$ cat config.mk
export PLATFORM = sky130hd
export DESIGN_NAME = ppx_unpack_flat
export DESIGN_NICKNAME = d
export VERILOG_FILES = /design/src/rtl/core/ppx_pkg.sv /design/src/rtl/core/ppx_if.sv /design/src/rtl/core/ppx_unpack.sv /design/src/flat_wrapper.sv
export SDC_FILE = /design/constraint.sdc
export NUM_CORES = 1
export LEC_CHECK = 0
export BUFFER_PORTS_ARGS = -buffer_cell sky130_fd_sc_hd__buf_2
export CORE_ASPECT_RATIO = 1.25
export CORE_MARGIN = 3
export CORE_UTILIZATION = 30
export CTS_CLUSTER_SIZE = 40
export DETAILED_ROUTE_END_ITERATION = 16
export SYNTH_ARGS = -nofsm -noshare
export SYNTH_HDL_FRONTEND = slang
export SYNTH_SLANG_ARGS = --single-unit
$ cat constraint.sdc
create_clock -name clock -period 5.3 [get_ports clock]
set_clock_uncertainty 0.2 [all_clocks]
set_input_delay 0.53 -clock clock [delete_from_list [all_inputs] [get_ports clock]]
set_output_delay 0.53 -clock clock [all_outputs]
set_load 0.005 [all_outputs]
$ cat src/rtl/core/ppx_pkg.sv
package ppx_pkg;

   localparam int TABLE_ENTRIES_DEF = 256;
   localparam int COUNT_BITS_DEF    = 16;

   localparam int CSR_ADDR_BITS = 4;
   localparam int CSR_DATA_BITS = 32;

   localparam logic [1:0] REG_FORMAT = 2'd0;
   localparam logic [1:0] REG_WIDTH  = 2'd1;
   localparam logic [1:0] REG_HEIGHT = 2'd2;

   localparam logic [4:0]  FORMAT_RESET = 5'd0;
   localparam logic [15:0] WIDTH_RESET  = 16'd1;
   localparam logic [15:0] HEIGHT_RESET = 16'd1;

   localparam logic [4:0] MODE_BYTE         = 5'd0;
   localparam logic [4:0] MODE_BIT_FIRST    = 5'd1;
   localparam logic [4:0] MODE_BIT_LAST     = 5'd7;
   localparam logic [4:0] MODE_DIBIT_FIRST  = 5'd8;
   localparam logic [4:0] MODE_DIBIT_LAST   = 5'd12;
   localparam logic [4:0] MODE_NIBBLE_FIRST = 5'd13;
   localparam logic [4:0] MODE_NIBBLE_LAST  = 5'd17;
   localparam logic [4:0] MODE_HOLD         = 5'd18;

   // last sub-mode offset that is msb first
   localparam logic [4:0] BIT_MSB_LAST   = 5'd3;
   localparam logic [4:0] MULTI_MSB_LAST = 5'd2;

   // upper two bits of a hold-modify code
   localparam logic [1:0] HOLD_LOAD  = 2'b00;
   localparam logic [1:0] HOLD_BLUE  = 2'b01;
   localparam logic [1:0] HOLD_RED   = 2'b10;
   localparam logic [1:0] HOLD_GREEN = 2'b11;

   // 16-bit aligned rows skip a pad byte for width mod 16 in 1..8
   localparam logic [3:0] PAD_WIDTH_MAX = 4'd8;

   typedef enum logic [1:0] {BPP1, BPP2, BPP4, BPP8} bpp_type;

   typedef enum logic [2:0] {
      RULE_ALIGN, RULE_CONT, RULE_WORD, RULE_LOW, RULE_BYTE, RULE_HOLD
   } rule_type;

   localparam rule_type BIT_RULES [7] = '{
      RULE_ALIGN, RULE_CONT, RULE_WORD, RULE_LOW, RULE_ALIGN, RULE_CONT, RULE_WORD
   };
   localparam rule_type MULTI_RULES [5] = '{
      RULE_ALIGN, RULE_CONT, RULE_LOW, RULE_ALIGN, RULE_CONT
   };

   typedef struct packed {
      logic     ok;
      bpp_type  bpp;
      logic     msb;
      rule_type rule;
   } fmt_type;

   typedef struct packed {
      logic [4:0]  format_mode;
      logic [15:0] image_width;
      logic [15:0] image_height;
   } cfg_type;

   typedef struct packed {
      logic       valid;
      logic       hold;
      logic       load;
      logic [5:0] code;
      logic       row_end;
      logic       image_end;
      logic       last_of_byte;
   } pix_type;

   typedef struct packed {
      logic       en;
      logic [7:0] idx;
   } rd_req_type;

   typedef struct packed {
      logic        en;
      logic [7:0]  idx;
      logic [63:0] color;
   } wr_req_type;

   function automatic fmt_type decode_fmt(input logic [4:0] mode);
      fmt_type    f;
      logic [4:0] s;
      f.ok   = 1'b1;
      f.bpp  = BPP8;
      f.msb  = 1'b1;
      f.rule = RULE_BYTE;
      s      = '0;
      unique case (mode) inside
         MODE_BYTE: begin
            f.rule = RULE_BYTE;
         end
         [MODE_BIT_FIRST:MODE_BIT_LAST]: begin
            s      = mode - MODE_BIT_FIRST;
            f.bpp  = BPP1;
            f.msb  = (s <= BIT_MSB_LAST);
            f.rule = BIT_RULES[s[2:0]];
         end
         [MODE_DIBIT_FIRST:MODE_DIBIT_LAST]: begin
            s      = mode - MODE_DIBIT_FIRST;
            f.bpp  = BPP2;
            f.msb  = (s <= MULTI_MSB_LAST);
            f.rule = MULTI_RULES[s[2:0]];
         end
         [MODE_NIBBLE_FIRST:MODE_NIBBLE_LAST]: begin
            s      = mode - MODE_NIBBLE_FIRST;
            f.bpp  = BPP4;
            f.msb  = (s <= MULTI_MSB_LAST);
            f.rule = MULTI_RULES[s[2:0]];
         end
         MODE_HOLD: begin
            f.rule = RULE_HOLD;
         end
         default: begin
            f.ok = 1'b0;
         end
      endcase
      return f;
   endfunction

   function automatic logic [3:0] bpp_bits(input bpp_type b);
      logic [3:0] r;
      case (b)
         BPP1:    r = 4'd1;
         BPP2:    r = 4'd2;
         BPP4:    r = 4'd4;
         default: r = 4'd8;
      endcase
      return r;
   endfunction

   function automatic logic [7:0] bpp_mask(input bpp_type b);
      logic [7:0] r;
      case (b)
         BPP1:    r = 8'h01;
         BPP2:    r = 8'h03;
         BPP4:    r = 8'h0F;
         default: r = 8'hFF;
      endcase
      return r;
   endfunction

   // pixels per byte minus one
   function automatic logic [2:0] ppb_left(input bpp_type b);
      logic [2:0] r;
      case (b)
         BPP1:    r = 3'd7;
         BPP2:    r = 3'd3;
         BPP4:    r = 3'd1;
         default: r = 3'd0;
      endcase
      return r;
   endfunction

   // nibble times 17 in both bytes
   function automatic logic [15:0] nib_fill(input logic [3:0] n);
      return {n, n, n, n};
   endfunction

endpackage

$ cat src/rtl/core/ppx_if.sv
interface ppx_req_if;
   logic        valid;
   logic        ready;
   logic        kind;
   logic [7:0]  data_byte;
   logic [7:0]  entry_index;
   logic [15:0] entry_red;
   logic [15:0] entry_green;
   logic [15:0] entry_blue;
   logic [15:0] entry_alpha;

   modport source (
      output valid, kind, data_byte, entry_index, entry_red, entry_green, entry_blue,
             entry_alpha,
      input  ready
   );
   modport sink (
      input  valid, kind, data_byte, entry_index, entry_red, entry_green, entry_blue,
             entry_alpha,
      output ready
   );
endinterface


$ cat src/rtl/core/ppx_unpack.sv
module ppx_unpack #(
   parameter int COUNT_BITS = ppx_pkg::COUNT_BITS_DEF
) (
   input  logic                 clock,
   input  logic                 reset,
   ppx_req_if.sink              req_bus,
   input  ppx_pkg::cfg_type     cfg,
   input  logic                 s2_ready,
   output ppx_pkg::pix_type     pix,
   output ppx_pkg::rd_req_type  rd_req,
   output ppx_pkg::wr_req_type  wr_req
);

   logic                  busy_ff, busy_in;
   logic [7:0]            shift_ff, shift_in;
   ppx_pkg::fmt_type      fmt_ff, fmt_in, fmt_new;
   logic [2:0]            left_ff, left_in;
   logic [COUNT_BITS-1:0] col_ff, col_in, row_ff, row_in;
   logic [COUNT_BITS-1:0] col_inc, row_inc, width_c, height_c;
   logic                  skip_ff, skip_in;
   logic                  fire, last, re, ie, accept, drop, msb_sel, word_pad;
   logic [7:0]            idx;
   logic [5:0]            code;

   always_comb begin
      width_c  = COUNT_BITS'(cfg.image_width);
      height_c = COUNT_BITS'(cfg.image_height);
      fire     = busy_ff && s2_ready;

      msb_sel = fmt_ff.msb && (fmt_ff.rule != ppx_pkg::RULE_LOW);
      if (msb_sel) begin
         case (fmt_ff.bpp)
            ppx_pkg::BPP1: idx = {7'b0, shift_ff[7]};
            ppx_pkg::BPP2: idx = {6'b0, shift_ff[7:6]};
            ppx_pkg::BPP4: idx = {4'b0, shift_ff[7:4]};
            default:       idx = shift_ff;
         endcase
      end else begin
         idx = shift_ff & ppx_pkg::bpp_mask(fmt_ff.bpp);
      end
      code = shift_ff[5:0];

      col_inc  = col_ff + 1'b1;
      row_inc  = row_ff + 1'b1;
      re       = (col_inc == width_c);
      ie       = re && (row_inc == height_c);
      last     = (left_ff == '0) || ie || (re && (fmt_ff.rule != ppx_pkg::RULE_CONT));
      word_pad = (cfg.image_width[3:0] != '0) && (cfg.image_width[3:0] <= ppx_pkg::PAD_WIDTH_MAX);

      busy_in  = busy_ff;
      shift_in = shift_ff;
      fmt_in   = fmt_ff;
      left_in  = left_ff;
      col_in   = col_ff;
      row_in   = row_ff;
      skip_in  = skip_ff;

      if (fire) begin
         if (fmt_ff.msb) begin
            shift_in = shift_ff << ppx_pkg::bpp_bits(fmt_ff.bpp);
         end else begin
            shift_in = shift_ff >> ppx_pkg::bpp_bits(fmt_ff.bpp);
         end
         left_in = left_ff - 1'b1;
         col_in  = re ? '0 : col_inc;
         row_in  = re ? row_inc : row_ff;
         if (re && !ie && (fmt_ff.rule == ppx_pkg::RULE_WORD) && word_pad) begin
            skip_in = 1'b1;
         end
         if (last) begin
            busy_in = 1'b0;
         end
      end

      req_bus.ready = !busy_ff || (fire && last);
      accept        = req_bus.valid && req_bus.ready;
      fmt_new       = ppx_pkg::decode_fmt(cfg.format_mode);
      drop          = skip_in || (row_in == height_c) || !fmt_new.ok;

      if (accept && !req_bus.kind) begin
         if (skip_in) begin
            skip_in = 1'b0;
         end else if (!drop) begin
            busy_in  = 1'b1;
            shift_in = req_bus.data_byte;
            fmt_in   = fmt_new;
            // low-bits modes give one pixel per byte
            left_in  = (fmt_new.rule == ppx_pkg::RULE_LOW) ? '0 : ppx_pkg::ppb_left(fmt_new.bpp);
         end
      end

      wr_req.en    = accept && req_bus.kind;
      wr_req.idx   = req_bus.entry_index;
      wr_req.color = {req_bus.entry_red, req_bus.entry_green, req_bus.entry_blue,
                      req_bus.entry_alpha};

      rd_req.en = fire;
      if (fmt_ff.rule == ppx_pkg::RULE_HOLD) begin
         rd_req.idx = (code[5:4] == ppx_pkg::HOLD_LOAD) ? {2'b00, code} : '0;
      end else begin
         rd_req.idx = idx;
      end

      pix.valid        = fire;
      pix.hold         = (fmt_ff.rule == ppx_pkg::RULE_HOLD);
      pix.load         = (code[5:4] == ppx_pkg::HOLD_LOAD) || (col_ff == '0);
      pix.code         = code;
      pix.row_end      = re;
      pix.image_end    = ie;
      pix.last_of_byte = last;
   end

   always_ff @(posedge clock) begin
      if (reset) begin
         busy_ff <= 1'b0;
         fmt_ff  <= '0;
         left_ff <= '0;
         col_ff  <= '0;
         row_ff  <= '0;
         skip_ff <= 1'b0;
      end else begin
         busy_ff <= busy_in;
         fmt_ff  <= fmt_in;
         left_ff <= left_in;
         col_ff  <= col_in;
         row_ff  <= row_in;
         skip_ff <= skip_in;
      end
      shift_ff <= shift_in;
   end

endmodule

$ cat src/flat_wrapper.sv
// flat-port wrapper written by rule: the top's interface ports become plain ports
module ppx_unpack_flat 
#(
   parameter int COUNT_BITS = ppx_pkg::COUNT_BITS_DEF
)
  (clock, reset, cfg, s2_ready, pix, rd_req, wr_req, req_bus_valid, req_bus_kind, req_bus_data_byte, req_bus_entry_index, req_bus_entry_red, req_bus_entry_green, req_bus_entry_blue, req_bus_entry_alpha, req_bus_ready);
  ppx_req_if req_bus_i ();
  input  logic clock;
  input  logic reset;
  input  ppx_pkg::cfg_type cfg;
  input  logic s2_ready;
  output ppx_pkg::pix_type pix;
  output ppx_pkg::rd_req_type rd_req;
  output ppx_pkg::wr_req_type wr_req;
  input wire logic [$bits(req_bus_i.valid)-1:0] req_bus_valid;
  input wire logic [$bits(req_bus_i.kind)-1:0] req_bus_kind;
  input wire logic [$bits(req_bus_i.data_byte)-1:0] req_bus_data_byte;
  input wire logic [$bits(req_bus_i.entry_index)-1:0] req_bus_entry_index;
  input wire logic [$bits(req_bus_i.entry_red)-1:0] req_bus_entry_red;
  input wire logic [$bits(req_bus_i.entry_green)-1:0] req_bus_entry_green;
  input wire logic [$bits(req_bus_i.entry_blue)-1:0] req_bus_entry_blue;
  input wire logic [$bits(req_bus_i.entry_alpha)-1:0] req_bus_entry_alpha;
  output wire logic [$bits(req_bus_i.ready)-1:0] req_bus_ready;
  assign req_bus_i.valid = req_bus_valid;
  assign req_bus_i.kind = req_bus_kind;
  assign req_bus_i.data_byte = req_bus_data_byte;
  assign req_bus_i.entry_index = req_bus_entry_index;
  assign req_bus_i.entry_red = req_bus_entry_red;
  assign req_bus_i.entry_green = req_bus_entry_green;
  assign req_bus_i.entry_blue = req_bus_entry_blue;
  assign req_bus_i.entry_alpha = req_bus_entry_alpha;
  assign req_bus_ready = req_bus_i.ready;
  ppx_unpack #(.COUNT_BITS(COUNT_BITS)) u_core (.clock(clock), .reset(reset), .req_bus(req_bus_i), .cfg(cfg), .s2_ready(s2_ready), .pix(pix), .rd_req(rd_req), .wr_req(wr_req));
endmodule
==> impl_metrics.py, run 1 <==
metrics = {
    "placed_design": {
        "place.gp.congestion": 0.8998,
        "numPortBuffers": 72,
        "pre_cts_slack_ns": 0.4768,
        "placed_area_sq_um": 5450,
        "hpwl_mm": 11.80,
        "placedCellCount": 937,
    },
    "sta": {
        "rsz0062_at_grt": "false",
        "relSlewSlack_pct": 40.70,
        "finalHoldViolations": 0,
        "fin_ws_ns": 0.4425,
        "finalCriticalPeriod_ns": 4.858,
        "setup_viol_count_final": 0,
        "max_freq_mhz": 205.9,
        "period_share_pct": 91.65,
        "tightestPinTransition_ns": 0.8894,
        "drv_slew": 0,
        "setup-tns-final_ns": 0,
        "hold_ws_ns": 0.2346,
    },
    "drt": {
        "drtIter0Drc": 271,
        "firstDrtPassIters": 5,
        "drc_errors": 0,
        "ant_nets": 0,
        "wl_mm": 15.40,
        "via_per_inst": 5.376,
        "vias": 5075,
        "wl_per_cell_um": 16.31,
    },
    "global_routing": {
        "grt_pass1_vias": 4826,
        "grt_busiest_layer": "met2",
        "grt_pass1_wl_mm": 24.37,
        "met2_usage_pct": 25.84,
        "grt.met1_usage_pct": 17.32,
        "antenna_found_initial": 0,
        "grt_max_degree": 44,
        "grt_usage_pct": 14.81,
        "grt-ovfl-total": 0,
        "grt_use_met3_pct": 2.718,
    },
    "clock_network": {
        "cts.sinks": 51,
        "htreeDepth": 2,
        "ctsRootBufferMaster": "clkbuf_16",
        "ctsHoldBuffers": 0,
        "clock_path_buffers": 2,
        "post-cts-setup-buffers": 0,
        "cts_made_buffers": 5,
        "cts_tree": "done",
        "post_cts_resized": 0,
        "clk_latency_ns": 0.30,
        "path_clk_slew_ns": 0.07,
    },
    "pwr": {
        "p_per_area_nw_per_um2": 200.6,
        "leakagePower_nw": 2.061,
        "power.total_mw": 1.126,
        "peakVddDrop_mv": 0.1468,
    },
    "cells_and_area": {
        "drive_above_1_share_pct": 15.22,
        "layout_common_cells": "buf_2, a21oi_1, nor2_1",
        "instances_no_fill": 944,
        "diodes": 0,
        "nets": 853,
        "syn2layout_area_growth_pct": 0.3130,
        "stdcell_area_sq_um": 5613,
        "final_common_cell": "buf_2",
        "fin_util_pct": 30.78,
    },
    "yosys": {
        "synth-async-reset-ratio_pct": 0,
        "syn_inst": 763,
        "ys_warn_count": 0,
        "synth_nets": 900,
        "synthFlopType": "dfxtp_1",
        "ys_types": 77,
        "avgSynthCellArea_sq_um": 7.333,
        "synth_seq_cells": 51,
        "yosysSeqAreaShare_pct": 18.25,
        "netlist_area_sq_um": 5595,
        "synth_edf_count": 0,
    },
    "setup_path": {
        "arrival_ns": 4.84,
        "startpoint": "u_core.col_ff[0]$_SDFFE_PP0P_",
        "worst-path-max-fanout": 15,
        "r2r_slack_ns": 0.44,
        "reg2reg_to": "u_core.shift_ff[7]$_DFF_P_",
        "cp-start-kind": "register",
        "rr_startpoint": "u_core.col_ff[0]$_SDFFE_PP0P_",
        "endpoint": "u_core.shift_ff[7]$_DFF_P_",
        "crit_required_ns": 5.28,
        "ff2ff_path_depth": 12,
        "end_kind": "register",
        "worstSetupPathType": "reg2reg",
    },
    "floorplan": {
        "die-area_sq_um": 20340,
        "pin_count": 217,
        "num_rows": 55,
        "die_x_um": 128.2,
        "core-area_sq_um": 18240,
        "die_h_um": 158.7,
        "initial_utilization_pct": 30.68,
    },
    "min_path": {
        "hold_path_class": "in2reg",
    },
    "run_status": {
        "status": "complete, no violations",
    },
    "run": {
        "drv_cap": 0,
    },
}
-- report_power, final --
group	internal, mW	switching (mW)	leakage [nW]
clock network	0.220	0.149	0.0759
registers	0.410	0.0497	0.415
logic	0.132	0.165	1.57
-- cell type report --
type | instances | area [sq um]
Clock buffer | 5 | 125.1
Clock inverter | 2 | 37.54
Fill cell | 2001 | 12620
Inverter | 30 | 112.6
Multi-Input combinational cell | 552 | 3641
Sequential cell | 51 | 1021
Tap cell | 228 | 285.3
Timing Repair Buffer | 76 | 390.4
-- worst min path at each step --
stage,from,slack (ns),to,cells after the start
after floorplan,u_core.col_ff[11]$_SDFFE_PP0P_,0.28,u_core.col_ff[11]$_SDFFE_PP0P_,2
after global placement,u_core.col_ff[11]$_SDFFE_PP0P_,0.30,u_core.col_ff[11]$_SDFFE_PP0P_,2
after detailed placement,u_core.col_ff[11]$_SDFFE_PP0P_,0.31,u_core.col_ff[11]$_SDFFE_PP0P_,2
after CTS,req_bus_data_byte[0],0.23,u_core.shift_ff[0]$_DFF_P_,2
after global routing,req_bus_data_byte[3],0.23,u_core.shift_ff[3]$_DFF_P_,2
final,req_bus_data_byte[0],0.23,u_core.shift_ff[0]$_DFF_P_,2
-- synth_stat cells, types with 5 or more instances --
| cell | number | share of area, % |
|---|---|---|
| a211oi_1 | 16 | 2.1 |
| a21oi_1 | 65 | 5.8 |
| and3_1 | 10 | 1.1 |
| and4_1 | 5 | 0.78 |
| buf_2 | 8 | 0.72 |
| buf_4 | 84 | 11 |
| clkbuf_1 | 36 | 2.4 |
| dfxtp_1 | 51 | 18 |
| ha_1 | 15 | 3.4 |
| inv_1 | 28 | 1.9 |
| mux2_1 | 8 | 1.6 |
| nand2_1 | 57 | 3.8 |
| nand2b_1 | 8 | 0.89 |
| nand3_1 | 24 | 2.1 |
| nand4_1 | 10 | 1.1 |
| nand4b_1 | 5 | 0.78 |
| nor2_1 | 58 | 3.9 |
| nor2b_1 | 12 | 1.3 |
| nor3_1 | 19 | 1.7 |
| nor3b_1 | 5 | 0.67 |
| nor4_1 | 12 | 1.3 |
| o211ai_1 | 7 | 0.94 |
| o21ai_0 | 37 | 3.3 |
| o31ai_1 | 9 | 1.2 |
| or2_2 | 6 | 0.67 |
| or3_1 | 15 | 1.7 |
| or4_1 | 9 | 1.2 |
| xnor2_1 | 37 | 5.8 |
| xor2_1 | 24 | 3.8 |
-- flip-flops by register name, indices dropped and copies added, names as in the netlist --
register	flops
u_core.busy_ff	1
u_core.col_ff	16
u_core.fmt_ff	6
u_core.left_ff	3
u_core.row_ff	16
u_core.shift_ff	8
u_core.skip_ff	1
-- logic make-up (layout without fill, tap and decap cells) --
logic type                 Yosys count  count (layout)  synth area share, %
and+or+nand+nor                    278             278                27.82
AOI/OAI and AO/OA                  181             181                20.82
buffers and inverters              160             113                16.68
xor gates and xnor gates            62              62                9.951
DFF                                 51              51                18.25
muxes                               16              16                3.131
adders and majority gates           15              15                3.354
-- worst max-delay path: stages, from the launching register on --
cell and delay (ns):
dfxtp_1 0.50, ha_1 0.38, nand3_4 0.17, or3_1 0.40, a2111oi_0 0.39, and4b_1 0.34, nand4_2 0.33, nor4_2 0.44
xnor2_1 0.19, o221ai_2 0.13, or4_1 0.74, nand2_8 0.19, mux2_1 0.33
-- routing by layer --
layer / part of all wire (%) / vias to the layer above
met5: 0 / -
met4: 3.7 / 0
met3: 5.3 / 55
met2: 49 / 134
met1: 42 / 2346
li1: - / 2540
(Power assumes the default switching activity.)
==> inputs of run 2 (changes only) <==
--- a/config.mk
+++ b/config.mk
@@ -6,8 +6,8 @@
 export NUM_CORES = 1
 export LEC_CHECK = 0
 export BUFFER_PORTS_ARGS = -buffer_cell sky130_fd_sc_hd__buf_2
+export CAP_MARGIN = 20
 export CORE_ASPECT_RATIO = 1.25
-export CORE_MARGIN = 3
 export CORE_UTILIZATION = 30
 export CTS_CLUSTER_SIZE = 40
 export DETAILED_ROUTE_END_ITERATION = 16
==> impl_metrics.py, run 2 (synthesized netlist as in run 1, its figures left out) <==
metrics = {
    "run_status": {
        "status": "complete, no violations",
    },
    "clock_network": {
        "ctsRootBufferMaster": "clkbuf_16",
        "cts_made_buffers": 5,
        "clk_latency_ns": 0.30,
        "ctsHoldBuffers": 0,
        "cts_tree": "done",
        "post_cts_resized": 0,
        "post-cts-setup-buffers": 0,
        "path_clk_slew_ns": 0.07,
        "cts.sinks": 51,
        "htreeDepth": 2,
        "clock_path_buffers": 2,
    },
    "setup_path": {
        "r2r_slack_ns": 0.50,
        "ff2ff_path_depth": 12,
        "rr_startpoint": "u_core.col_ff[1]$_SDFFE_PP0P_",
        "worstSetupPathType": "reg2reg",
        "cp-start-kind": "register",
        "cp_cell_sequence": "ha_1, nand3_4, or3_1, a2111oi_0, and4b_1, nand4_2, nor4_2, xnor2_1, o221ai_2, or4_1, nand2_8, mux2_1",
        "end_kind": "register",
        "reg2reg_to": "u_core.shift_ff[4]$_DFF_P_",
        "critPathSlowestCell": "or4_1",
        "crit_required_ns": 5.29,
        "worst-path-max-fanout": 14,
        "slowest_delay_ns": 0.74,
        "arrival_ns": 4.78,
    },
    "sta": {
        "hold_ws_ns": 0.2311,
        "relSlewSlack_pct": 42.86,
        "rsz0062_at_grt": "false",
        "setup-tns-final_ns": 0,
        "setup_viol_count_final": 0,
        "drv_slew": 0,
        "finalHoldViolations": 0,
        "period_share_pct": 90.52,
        "tightestPinTransition_ns": 0.8571,
        "max_freq_mhz": 208.4,
        "finalCriticalPeriod_ns": 4.798,
    },
    "global_routing": {
        "grt_pass1_wl_mm": 24.71,
        "grt-ovfl-total": 0,
        "grt_pass1_vias": 4917,
        "grt_usage_pct": 16.08,
        "grt_max_degree": 44,
        "antenna_found_initial": 0,
    },
    "min_path": {
        "hold_path_class": "in2reg",
        "hp-start": "req_bus_data_byte[2]",
        "whs_path_depth": 2,
        "whs_endpoint": "u_core.shift_ff[2]$_DFF_P_",
    },
    "floorplan": {
        "core-area_sq_um": 18170,
        "initial_utilization_pct": 30.80,
        "num_rows": 55,
        "pin_count": 217,
        "die_h_um": 154.7,
        "die-area_sq_um": 19200,
        "die_x_um": 124.2,
    },
    "drt": {
        "firstDrtPassIters": 4,
        "ant_nets": 0,
        "vias": 5093,
        "drc_errors": 0,
        "via_per_inst": 5.378,
        "drtIter0Drc": 219,
        "wl_mm": 15.11,
        "wl_per_cell_um": 15.96,
    },
    "cells_and_area": {
        "nets": 855,
        "largest_registers": "u_core.col_ff x16, u_core.row_ff x16, u_core.shift_ff x8",
        "nFillCells": 2021,
        "layout_common_cells": "buf_2, a21oi_1, nor2_1",
        "final_common_cell": "buf_2",
        "diodes": 0,
        "drive_above_1_share_pct": 15.58,
        "syn2layout_area_growth_pct": 0.7380,
        "fin_util_pct": 31.03,
    },
    "pwr": {
        "p_per_area_nw_per_um2": 202.2,
        "leakagePower_nw": 2.075,
        "peakVddDrop_mv": 0.1012,
    },
    "placed_design": {
        "place.gp.congestion": 0.8875,
        "numPortBuffers": 72,
        "hpwl_mm": 11.50,
    },
    "run": {
        "drv_cap": 0,
    },
}
==> run 2: worst max path at each step <==
stage / from / endpoint / slack, ns / depth (start not counted)
5_1_grt: u_core.col_ff[8]$_SDFFE_PP0P_ / u_core.shift_ff[4]$_DFF_P_ / 0.21 / 11
2_1_floorplan: u_core.col_ff[1]$_SDFFE_PP0P_ / u_core.shift_ff[0]$_DFF_P_ / 1.19 / 14
6_report: u_core.col_ff[1]$_SDFFE_PP0P_ / u_core.shift_ff[4]$_DFF_P_ / 0.50 / 12
3_3_place_gp: u_core.col_ff[1]$_SDFFE_PP0P_ / u_core.shift_ff[0]$_DFF_P_ / 0.67 / 13
4_1_cts: u_core.col_ff[1]$_SDFFE_PP0P_ / u_core.shift_ff[4]$_DFF_P_ / 0.45 / 12
3_5_place_dp: u_core.col_ff[1]$_SDFFE_PP0P_ / u_core.shift_ff[4]$_DFF_P_ / 0.50 / 12
==> run 2: layout make-up <==
cell class	count	area, sq um	area share (%)
clock buffer	5	125.1	2.220
tap	228	285.3	5.061
multi-input combinational	552	3641	64.59
inverter	30	112.6	1.998
clock inverter	3	46.29	0.8213
timing repair buffer	78	405.4	7.192
sequential	51	1021	18.11
==> run 2: layer usage <==
metal,part of all wire (%),GRT usage (%)
met1,43,19.48
met2,49,27.76
met3,4.9,1.844
met4,3.3,7.540
met5,0,0
==> run 2: per-stage QoR <==
stage	setup slack, ns	power, mW	cell area [sq um]	instances
finish	0.5023	1.140	5637	947
global route	0.2062	1.214	5637	947
CTS	0.4454	1.152	5637	947
detailed placement	0.5013	0.7637	5465	939
global placement	0.6681	0.7619	5465	939
floorplan	1.195	0.7210	5595	763
==> run 2: critical path: cells and delay by family, from the launching register on <==
family	cells	cell delay, ns
adder cells (fa/ha/maj)	1	0.37
AO/OA/AOI/OAI	2	0.50
flip-flops	1	0.44
multiplexers	1	0.34
XOR/XNOR	1	0.19
AND/OR/NAND/NOR	7	2.63
==> run 2: power breakdown <==
group	leakage, nW	internal [mW]	switching (mW)
Clock	0.0804	0.225	0.160
Combinational	1.58	0.132	0.166
Sequential	0.415	0.410	0.0472
==> inputs of run 3 (changes only) <==
--- a/config.mk
+++ b/config.mk
@@ -5,12 +5,15 @@
 export SDC_FILE = /design/constraint.sdc
 export NUM_CORES = 1
 export LEC_CHECK = 0
+export ABC_AREA = 0
 export BUFFER_PORTS_ARGS = -buffer_cell sky130_fd_sc_hd__buf_2
 export CAP_MARGIN = 20
 export CORE_ASPECT_RATIO = 1.25
+export CORE_MARGIN = 2
 export CORE_UTILIZATION = 30
 export CTS_CLUSTER_SIZE = 40
 export DETAILED_ROUTE_END_ITERATION = 16
 export SYNTH_ARGS = -nofsm -noshare
 export SYNTH_HDL_FRONTEND = slang
 export SYNTH_SLANG_ARGS = --single-unit
+export TNS_END_PERCENT = 30
==> impl_metrics.py, run 3 (synthesized netlist as in run 1, its figures left out) <==
metrics = {
    "drt": {
        "dr_wl_met2_mm": 7.610,
        "highest_layer": "met4",
        "firstDrtPassIters": 5,
        "wl_per_cell_um": 16.28,
        "ant_nets": 0,
        "wl_met1_mm": 6.646,
        "drtIter0Drc": 335,
        "dr_wl_met3_um": 657,
        "drc_errors": 0,
        "via_per_inst": 5.414,
        "vias": 5122,
        "wl_mm": 15.41,
    },
    "run": {
        "drv_cap": 0,
    },
    "sta": {
        "setup_viol_count_final": 0,
        "period_share_pct": 87.58,
        "setup-tns-final_ns": 0,
        "finalHoldViolations": 0,
        "tightestPinTransition_ns": 0.8844,
        "finalCriticalPeriod_ns": 4.642,
        "rsz0062_at_grt": "false",
        "max_freq_mhz": 215.4,
        "drv_slew": 0,
        "relSlewSlack_pct": 41.04,
    },
    "setup_path": {
        "crit_required_ns": 5.29,
        "ff2ff_path_depth": 13,
        "arrival_ns": 4.63,
        "end_kind": "register",
        "endpoint": "u_core.shift_ff[7]$_DFF_P_",
        "rr_startpoint": "u_core.col_ff[0]$_SDFFE_PP0P_",
        "reg2reg_to": "u_core.shift_ff[7]$_DFF_P_",
        "cp-start-kind": "register",
        "worst-path-max-fanout": 17,
        "r2r_slack_ns": 0.66,
        "startpoint": "u_core.col_ff[0]$_SDFFE_PP0P_",
        "worstSetupPathType": "reg2reg",
    },
    "placed_design": {
        "hpwl_mm": 11.79,
        "numPortBuffers": 72,
        "placedCellCount": 937,
        "place.gp.congestion": 0.9124,
    },
    "cells_and_area": {
        "syn2layout_area_growth_pct": 0.8274,
        "nets": 853,
        "drive_above_1_share_pct": 15.20,
        "largest_registers": "u_core.col_ff x16, u_core.row_ff x16, u_core.shift_ff x8",
        "final_common_cell": "buf_2",
        "nFillCells": 2042,
        "layout_common_cells": "buf_2, a21oi_1, nor2_1",
        "fin_util_pct": 31.05,
        "instances_no_fill": 946,
    },
    "global_routing": {
        "grt_usage_pct": 15.30,
        "grt-ovfl-total": 0,
        "grt_max_degree": 44,
        "antenna_found_initial": 1,
        "grt_pass1_vias": 4899,
        "grt_pass1_wl_mm": 24.76,
    },
    "clock_network": {
        "clk_latency_ns": 0.30,
        "cts_made_buffers": 5,
        "htreeDepth": 2,
        "cts.sinks": 51,
        "cts_tree": "done",
        "post-cts-setup-buffers": 0,
        "ctsHoldBuffers": 0,
        "path_clk_slew_ns": 0.07,
        "post_cts_resized": 0,
        "clock_path_buffers": 2,
        "ctsRootBufferMaster": "clkbuf_16",
    },
    "pwr": {
        "combPwrFrac_pct": 25.2,
        "internal-power_mw": 0.8129,
        "switching_share_pct": 31.23,
        "leakagePower_nw": 2.076,
        "p_clk_share_pct": 35.8,
        "power_switching_mw": 0.3692,
        "p_seq_share_pct": 39.0,
        "p_per_area_nw_per_um2": 209.5,
        "peakVddDrop_mv": 0.1184,
    },
    "floorplan": {
        "die_h_um": 156.7,
        "die-area_sq_um": 19770,
        "pin_count": 217,
        "num_rows": 55,
        "die_x_um": 126.2,
        "initial_utilization_pct": 30.80,
        "core-area_sq_um": 18170,
    },
    "min_path": {
        "whs_path_depth": 2,
        "hold_path_class": "in2reg",
    },
    "run_status": {
        "status": "complete, no violations",
    },
}
[run 3: worst min path at each step]
stage / from / to
after detailed placement: u_core.col_ff[14]$_SDFFE_PP0P_ / u_core.col_ff[14]$_SDFFE_PP0P_
after floorplan: u_core.col_ff[11]$_SDFFE_PP0P_ / u_core.col_ff[11]$_SDFFE_PP0P_
after CTS: req_bus_data_byte[1] / u_core.shift_ff[1]$_DFF_P_
final: req_bus_data_byte[2] / u_core.shift_ff[2]$_DFF_P_
after global routing: req_bus_data_byte[0] / u_core.shift_ff[0]$_DFF_P_
after global placement: u_core.col_ff[14]$_SDFFE_PP0P_ / u_core.col_ff[14]$_SDFFE_PP0P_
[run 3: cell type report]
type                       instances  area, sq um  share of cell area (%)
antenna                            1        2.502                 0.04436
clock buffer                       6        128.9                   2.284
clock inverter                     2        60.06                   1.065
inverter                          30        112.6                   1.996
multi-input combinational        552         3641                   64.54
sequential                        51         1021                   18.10
tap                              228        285.3                   5.057
timing repair buffer              76        390.4                   6.919
[run 3: worst max-delay path: stages, from the launching register on]
cell	delay, ns
dfxtp_1	0.50
ha_1	0.37
nand3_4	0.16
or3_1	0.39
a2111oi_0	0.35
and4b_1	0.33
nand4_2	0.22
buf_4	0.26
or3_1	0.34
nand3_1	0.09
o2111ai_1	0.15
or4_1	0.62
nand2_8	0.18
mux2_1	0.33
[run 3: per-stage QoR]
| stage | setup WS, ns | cell area, sq um | total power, mW | hold WS (ns) |
|---|---|---|---|---|
| floorplan | 1.195 | 5595 | 0.7210 | 0.2762 |
| global placement | 0.7352 | 5450 | 0.7658 | 0.3055 |
| detailed placement | 0.6596 | 5450 | 0.7682 | 0.3105 |
| CTS | 0.6482 | 5639 | 1.195 | 0.2299 |
| global route | 0.3408 | 5639 | 1.255 | 0.2293 |
| finish | 0.6580 | 5642 | 1.182 | 0.2347 |
[run 3: power by group through the flow]
stage	logic (mW)	clock network, mW	registers [mW]
global route	0.340	0.448	0.467
CTS	0.300	0.434	0.461
global placement	0.298	0	0.468
finish	0.298	0.424	0.461
floorplan	0.278	0	0.443
detailed placement	0.299	0	0.470
[run 3: per-layer routing]
metal	global-route usage [%]	vias up
li1	-	2544
met1	18.01	2409
met2	27.44	132
met3	2.291	37
met4	6.646	0
met5	0	-
